[config.mk]
export PLATFORM = sky130hd
export DESIGN_NAME = itgl_ctrl
export DESIGN_NICKNAME = d
export VERILOG_FILES = /design/src/hdl/itgl_pkg.sv /design/src/hdl/itgl_ctrl.sv
export SDC_FILE = /design/constraint.sdc
export NUM_CORES = 1
export LEC_CHECK = 0
export BUFFER_PORTS_ARGS = -buffer_cell sky130_fd_sc_hd__buf_2
export CELL_PAD_IN_SITES_DETAIL_PLACEMENT = 0
export CELL_PAD_IN_SITES_GLOBAL_PLACEMENT = 1
export CORE_MARGIN = 2
export CORE_UTILIZATION = 37
export CTS_CLUSTER_DIAMETER = 150
export DETAILED_ROUTE_END_ITERATION = 12
export GPL_TIMING_DRIVEN = 1
export PLACE_DENSITY = 0.8
export SLEW_MARGIN = 10
export SYNTH_ARGS = -nofsm -noshare
export SYNTH_HDL_FRONTEND = slang
export SYNTH_SLANG_ARGS = --single-unit
[constraint.sdc]
create_clock -name clk -period 2.7 [get_ports clk]
set_clock_uncertainty 0.2 [all_clocks]
set_input_delay 0.54 -clock clk [delete_from_list [all_inputs] [get_ports clk]]
set_output_delay 0.54 -clock clk [all_outputs]
set_load 0.01 [all_outputs]
[src/hdl/itgl_pkg.sv]
`default_nettype none
// ----------------------------------------------------------------------------
// itgl_pkg
// Shared types, constants and codes for the interval table with gap listing.
// ----------------------------------------------------------------------------
package itgl_pkg;

  localparam int TableDepthDefault = 16;
  localparam int OffsetBitsDefault = 16;

  typedef enum logic {
    ACT_INSERT = 1'b0,
    ACT_LIST   = 1'b1
  } action_t;

  typedef enum logic [1:0] {
    KIND_STATUS = 2'd0,
    KIND_ENTRY  = 2'd1,
    KIND_GAP    = 2'd2
  } kind_t;

  typedef enum logic [1:0] {
    ST_OK      = 2'd0,
    ST_OVERLAP = 2'd1,
    ST_FULL    = 2'd2,
    ST_EMPTY   = 2'd3
  } status_t;

  typedef enum logic [2:0] {
    CMD_NONE    = 3'd0,
    CMD_LOAD    = 3'd1,
    CMD_SCAN    = 3'd2,
    CMD_SHIFT   = 3'd3,
    CMD_WRITE   = 3'd4,
    CMD_EMIT    = 3'd5
  } cmd_op_t;

  typedef enum logic [2:0] {
    EM_STATUS   = 3'd0,
    EM_GAP      = 3'd1,
    EM_ENTRY    = 3'd2,
    EM_TAIL     = 3'd3,
    EM_NONE     = 3'd4
  } emit_sel_t;

  typedef struct packed {
    cmd_op_t   op;
    emit_sel_t sel;
    status_t   status;
    logic      last;
  } itgl_cmd_t;

  typedef struct packed {
    logic hit;
    logic full;
    logic empty;
    logic scan_done;
    logic shift_done;
    logic gap_needed;
    logic tail_needed;
    logic at_last;
  } itgl_stat_t;

endpackage
`default_nettype wire

[src/hdl/itgl_ctrl.sv]
`default_nettype none
// ----------------------------------------------------------------------------
// itgl_ctrl
// Sequencer for insert and list items and the output handshake.
// ----------------------------------------------------------------------------
module itgl_ctrl
  import itgl_pkg::*;
(
  input  wire logic       clk,
  input  wire logic       rst,
  input  wire logic       in_valid,
  output logic            in_ready,
  output logic            out_valid,
  input  wire logic       out_ready,
  input  wire itgl_stat_t stat,
  input  wire logic       is_list,
  output itgl_cmd_t       cmd
);
  typedef enum logic [7:0] {
    S_IDLE  = 8'b0000_0001,
    S_DEC   = 8'b0000_0010,
    S_SCAN  = 8'b0000_0100,
    S_SHIFT = 8'b0000_1000,
    S_WRITE = 8'b0001_0000,
    S_WALK  = 8'b0010_0000,
    S_ENTRY = 8'b0100_0000,
    S_OUT   = 8'b1000_0000
  } state_t;

  state_t state, state_next;
  logic   busy;

  assign busy     = out_valid && !out_ready;
  assign in_ready = (state == S_IDLE) && !out_valid;

  always_comb begin
    state_next = state;
    cmd        = '{op: CMD_NONE, sel: EM_NONE, status: ST_OK, last: 1'b0};
    unique case (state)
      S_IDLE: begin
        if (in_valid && in_ready) begin
          cmd.op     = CMD_LOAD;
          state_next = S_DEC;
        end
      end
      S_DEC: begin
        if (is_list) begin
          if (stat.empty) begin
            cmd = '{op: CMD_EMIT, sel: EM_STATUS, status: ST_EMPTY, last: 1'b1};
            state_next = S_OUT;
          end else begin
            state_next = S_WALK;
          end
        end else begin
          state_next = S_SCAN;
        end
      end
      S_SCAN: begin
        if (stat.scan_done) begin
          if (stat.hit) begin
            cmd = '{op: CMD_EMIT, sel: EM_STATUS, status: ST_OVERLAP, last: 1'b1};
            state_next = S_OUT;
          end else if (stat.full) begin
            cmd = '{op: CMD_EMIT, sel: EM_STATUS, status: ST_FULL, last: 1'b1};
            state_next = S_OUT;
          end else begin
            cmd.op     = CMD_SHIFT;
            state_next = S_SHIFT;
          end
        end else begin
          cmd.op = CMD_SCAN;
        end
      end
      S_SHIFT: begin
        if (stat.shift_done) begin
          cmd.op     = CMD_WRITE;
          state_next = S_WRITE;
        end else begin
          cmd.op = CMD_SHIFT;
        end
      end
      S_WRITE: begin
        cmd = '{op: CMD_EMIT, sel: EM_STATUS, status: ST_OK, last: 1'b1};
        state_next = S_OUT;
      end
      S_WALK: begin
        if (!busy) begin
          if (stat.scan_done) begin
            if (stat.tail_needed) begin
              cmd = '{op: CMD_EMIT, sel: EM_TAIL, status: ST_OK, last: 1'b1};
              state_next = S_OUT;
            end else begin
              state_next = S_IDLE;
            end
          end else if (stat.gap_needed) begin
            cmd = '{op: CMD_EMIT, sel: EM_GAP, status: ST_OK, last: 1'b0};
            state_next = S_ENTRY;
          end else begin
            cmd = '{op: CMD_EMIT, sel: EM_ENTRY, status: ST_OK,
                    last: stat.at_last && !stat.tail_needed};
            state_next = S_WALK;
          end
        end
      end
      S_ENTRY: begin
        if (!busy) begin
          cmd = '{op: CMD_EMIT, sel: EM_ENTRY, status: ST_OK,
                  last: stat.at_last && !stat.tail_needed};
          state_next = S_WALK;
        end
      end
      S_OUT: begin
        if (!busy) begin
          state_next = S_IDLE;
        end
      end
      default: state_next = S_IDLE;
    endcase
  end

  always_ff @(posedge clk) begin
    if (rst) begin
      state     <= S_IDLE;
      out_valid <= 1'b0;
    end else begin
      state <= state_next;
      if (cmd.op == CMD_EMIT) begin
        out_valid <= 1'b1;
      end else if (out_ready) begin
        out_valid <= 1'b0;
      end
    end
  end
endmodule
`default_nettype wire

; ---- Yosys cells after proc, flatten, opt, wreduce, memory -nomap -nowiden
; Cells that the tools add are included.
; Widths: inputs -> output; s select.
[word_totals]
regBits = 9
latch_bits = 0
ramBits = 0
romBits = 0
in_bits = 13
output_inout_bits = 11
elab_cells = 58
mem_count = 0
[op_classes]
addsub = 0
multipliers = 0
div = 0
order_cmp = 0
n_eq_ne = 15
shifts = 0
mux = 32
n_bitwise = 0
n_reduce_logical = 9
[op_table]
columns = op, count
row1 = $mux 8, 12
row2 = $pmux 8 s8, 1
row3 = $mux 9, 7
row4 = $pmux 6 s5, 1
row5 = $pmux 3 s7, 1
row6 = $mux 6, 2
row7 = $ne 2x2->1 const B, 5
row8 = $mux 3, 3
row9 = $eq 8x1->1 const B, 1
row10 = $eq 8x2->1 const B, 1
row11 = $eq 8x3->1 const B, 1
row12 = $eq 8x4->1 const B, 1
row13 = $eq 8x5->1 const B, 1
row14 = $eq 8x6->1 const B, 1
row15 = $eq 8x7->1 const B, 1
row16 = $eq 8x8->1 const B, 1
row17 = $mux 7, 1
row18 = $reduce_and 6->1, 1
row19 = $mux 5, 1
row20 = $logic_and 1x1->1, 4
row21 = $eq 3x3->1 const B, 1
row22 = $logic_not 1->1, 3
row23 = $mux 1, 3
row24 = $ne 2x1->1 const B, 1
row25 = $reduce_bool 2->1, 1

; ---- Depth between registers and ports, before layout
[logic_depth]
depth_word = 8
mapped_depth = 7

; ---- Least setup slack after synthesis
; OpenSTA, ideal clock, no wires.
[synth_timing]
path_kind = flip-flop to output port
from = reg state[7]
to = out cmd[0] in the netlist's numbering
arrival_time_ns = 1.707
required_time_ns = 1.960
setup_slack_ns = 0.253
path_stages_with_launch = 7
n_path_buf = 1
cell_sequence = dfxtp_1 buf_2 or4b_4 o31ai_1 nand2_1 o22a_1 o221ai_1
[synth_rtl]
columns = element, line
row1 = "start, declared", itgl_ctrl.sv:30  ; state_t state, state_next;
row2 = "start signal, assigned", itgl_ctrl.sv:126  ; state <= state_next;
row3 = "end, declared", itgl_ctrl.sv:17  ; output itgl_cmd_t cmd

==> results_dict.tcl <==
set metrics [dict create \
    status "finished, final reports clean" \
    post-route-period-util 0.992 \
    placedInstanceArea_mm2 0.00113 \
    fin_crit_ps 2680 \
    cp_top_family "simple AND/OR/NAND/NOR gates" \
    grt.total_usage 0.180 \
    place_congestion 0.899 \
    setup-tns-final_ps 0 \
    netlist_area_um2 988 \
    fin_area_mm2 0.00122 \
    grt_pass1_wl_um 4610 \
    cts_root_buf "clkbuf_4" \
    fp.coreArea_mm2 0.00250 \
    cts_made_buffers 3 \
    drc 0 \
    cp.required_ps 1960 \
    cts_buffer_depth 2 \
    crit_chain "or4b_4 > o31ai_2 > nand2_1 > o22a_1 > o221ai_1 > buf_2" \
    syn_to_final_growth_pct 23.8 \
    cpPeakStageDelay_ps 570 \
    clk_pin_slew_worst_paths_ps 70 \
    crit_buf_inv 1 \
    ys_ff_latch 9 \
    max-cap-violations 0 \
    rows 18 \
    holdWs_ps 372 \
    timing.rr.end "state[5]" \
    cp-end-kind "primary output" \
    arrival_ps 1940 \
    wl_per_cell_um 15.4 \
    worst_pin_slew_ps 509 \
    synth_nets 149 \
    start_util 0.395 \
    fmax_mhz 373 \
    synth_area_per_cell_um2 7.27 \
    dr.first_iter.drc_count 42 \
    grt_max_degree 17 \
    die_h_um 55.7 \
    rr_startpoint "state[1]" \
    slowest_stage "or4b_4" \
    die_w_um 55.7 \
    peakVddDrop_uv 494 \
    hold_viol 0 \
    rr_worst_depth 5 \
    grt_antenna_before_repair 0 \
    setup_viol 0 \
    worst-setup-path-type "flop to primary output" \
    overflow 0 \
    hold_path_class "primary input to flop" \
    vias 1121 \
    p_per_area_mw_per_mm2 419 \
    cp-start-kind "flop" \
    io_pins 24 \
    hold_path_depth 2 \
    place.detailed.hpwl_um 2150 \
    grt_pass1_vias 979 \
    via_per_inst 5.84 \
    hold_path_end "state[3]" \
    clk_latency_ps 270 \
    p_leak_nw 0.492 \
    wirelength_um 2950 \
    portBuffers 23 \
    slew_viol_final 0 \
    cts-htree-levels 1 \
    rsz0062_at_grt "yes" \
    firstDrtPassIters 4 \
    antenna_left 0 \
    nets 176 \
    ys_warn_count 0 \
    slew_headroom 0.660 \
    die_area_mm2 0.00310 \
    synth-seq-area-share 0.182 \
    clkSinkCount 9 \
    r2r_slack_ps 450 \
    ys_types 40 \
    p_total_uw 513 \
    cp_max_fo 4 \
    drive_gt1_frac 0.296 \
    antenna_cells 0 \
    hp-start "rst" \
    cts_tree "yes" \
    syn-instance-count 136 \
]
[flip-flops by register name, indices dropped and copies added (netlist names)]
name and count:
state 8, out_valid 1
[final cells by class]
class	instances	area, um2
timing repair buffer	33	201
tap	30	37.5
sequential	9	184
inverter	3	11.3
fill	247	1280
clock buffer	4	26.3
multi-input combinational	113	763
[cell usage after synthesis]
cell	count	area [um2]
or4b_4	1	13.8
xor2_1	3	26.3
xnor2_1	1	8.76
o31ai_1	2	15.0
a211oi_1	3	22.5
nand2b_1	7	43.8
nand4b_1	1	8.76
nor4b_2	1	15.0
nand4_1	2	12.5
nor2b_1	6	37.5
a21oi_1	7	35.0
and4b_1	1	10.0
o221ai_1	2	17.5
o41ai_1	1	8.76
a31oi_1	2	12.5
nor4_4	2	42.5
buf_2	8	40.0
o21a_1	1	7.51
nor4_1	2	12.5
or4b_1	1	10.0
buf_1	2	7.51
o211ai_4	1	21.3
o21ai_0	5	25.0
nand2_1	9	33.8
or3_1	1	6.26
or3b_4	1	11.3
o21ai_2	1	8.76
dfxtp_1	9	180
mux2i_1	2	20.0
o21ai_1	8	40.0
nor3_1	5	25.0
clkbuf_1	1	3.75
or4_1	2	15.0
nor4b_1	3	26.3
nor2_1	14	52.6
nand3_1	6	30.0
o22a_1	2	17.5
inv_1	3	11.3
nor3b_1	4	30.0
o211ai_1	3	22.5
[layer usage]
| layer | vias to the layer above | GRT usage | routed length (um) |
|---|---|---|---|
| met3 | 2 | 0.0302 | 162 |
| met1 | 517 | 0.255 | 1400 |
| li1 | 561 | - | - |
| met2 | 41 | 0.296 | 1380 |
| met5 | - | 0 | 0 |
| met4 | 0 | 0.0174 | 5 |
[kinds of logic after synthesis]
kind of cell,after synthesis,share of synthesized area
muxes,2,0.0203
xor gates and xnor gates,4,0.0354
buffers and inverters,14,0.0633
DFF,9,0.182
and+or+nand+nor,69,0.442
AOI/OAI and AO/OA,38,0.257
[worst register-to-register path: cells and delay by family, from the launching register on]
family	cells	cell delay, ps
compound gates	1	290
flops	1	440
mux	1	230
simple gates	3	970
[placed cells by master, fill, tap and decap left out, types with 4 or more instances in the layout]
cell | synthesis | layout
o21ai_0 | 5 | 5
nand2_1 | 9 | 9
nor3_1 | 5 | 5
buf_4 | 0 | 7
nor2b_1 | 6 | 6
a21oi_1 | 7 | 7
dfxtp_1 | 9 | 6
nor2_1 | 14 | 14
nand3_1 | 6 | 6
buf_2 | 8 | 23
o21ai_1 | 8 | 8
nor3b_1 | 4 | 4
nand2b_1 | 7 | 7
[power breakdown]
part / switching [mW] / internal [mW] / total, mW / leakage [nW]
sequential: 0.0291 / 0.144 / 0.173 / 0.0746
clock: 0.0528 / 0.0572 / 0.110 / 0.0150
combinational: 0.127 / 0.102 / 0.230 / 0.403
[how the worst max path moves through the flow]
stage	from	endpoint	slack, ps	depth (start not counted)
global route	state[6]	cmd[0]	-40	6
detailed placement	state[6]	cmd[0]	200	7
floorplan	state[7]	cmd[0]	250	6
finish	state[6]	cmd[0]	20	6
global placement	state[6]	cmd[0]	270	7
CTS	state[4]	cmd[0]	10	5
[timing repair]
| item | in CTS | in global routing |
|---|---|---|
| gates resized for setup | 3 | 6 |
| endpoints found under the setup margin | 1 | 5 |
| pin swaps | 1 | 2 |
| buffers inserted | 3 | 1 |
| hold buffers | 0 | 0 |
[through the flow]
stage	setup WS (ps)	utilization	cells
5_1_grt	-40.9	0.489	192
3_5_place_dp	197	0.454	184
2_1_floorplan	253	-	136
3_3_place_gp	274	0.454	184
6_report	21.1	0.489	192
4_1_cts	11.7	0.478	191
No activity file was read; power rests on OpenSTA's default activity.
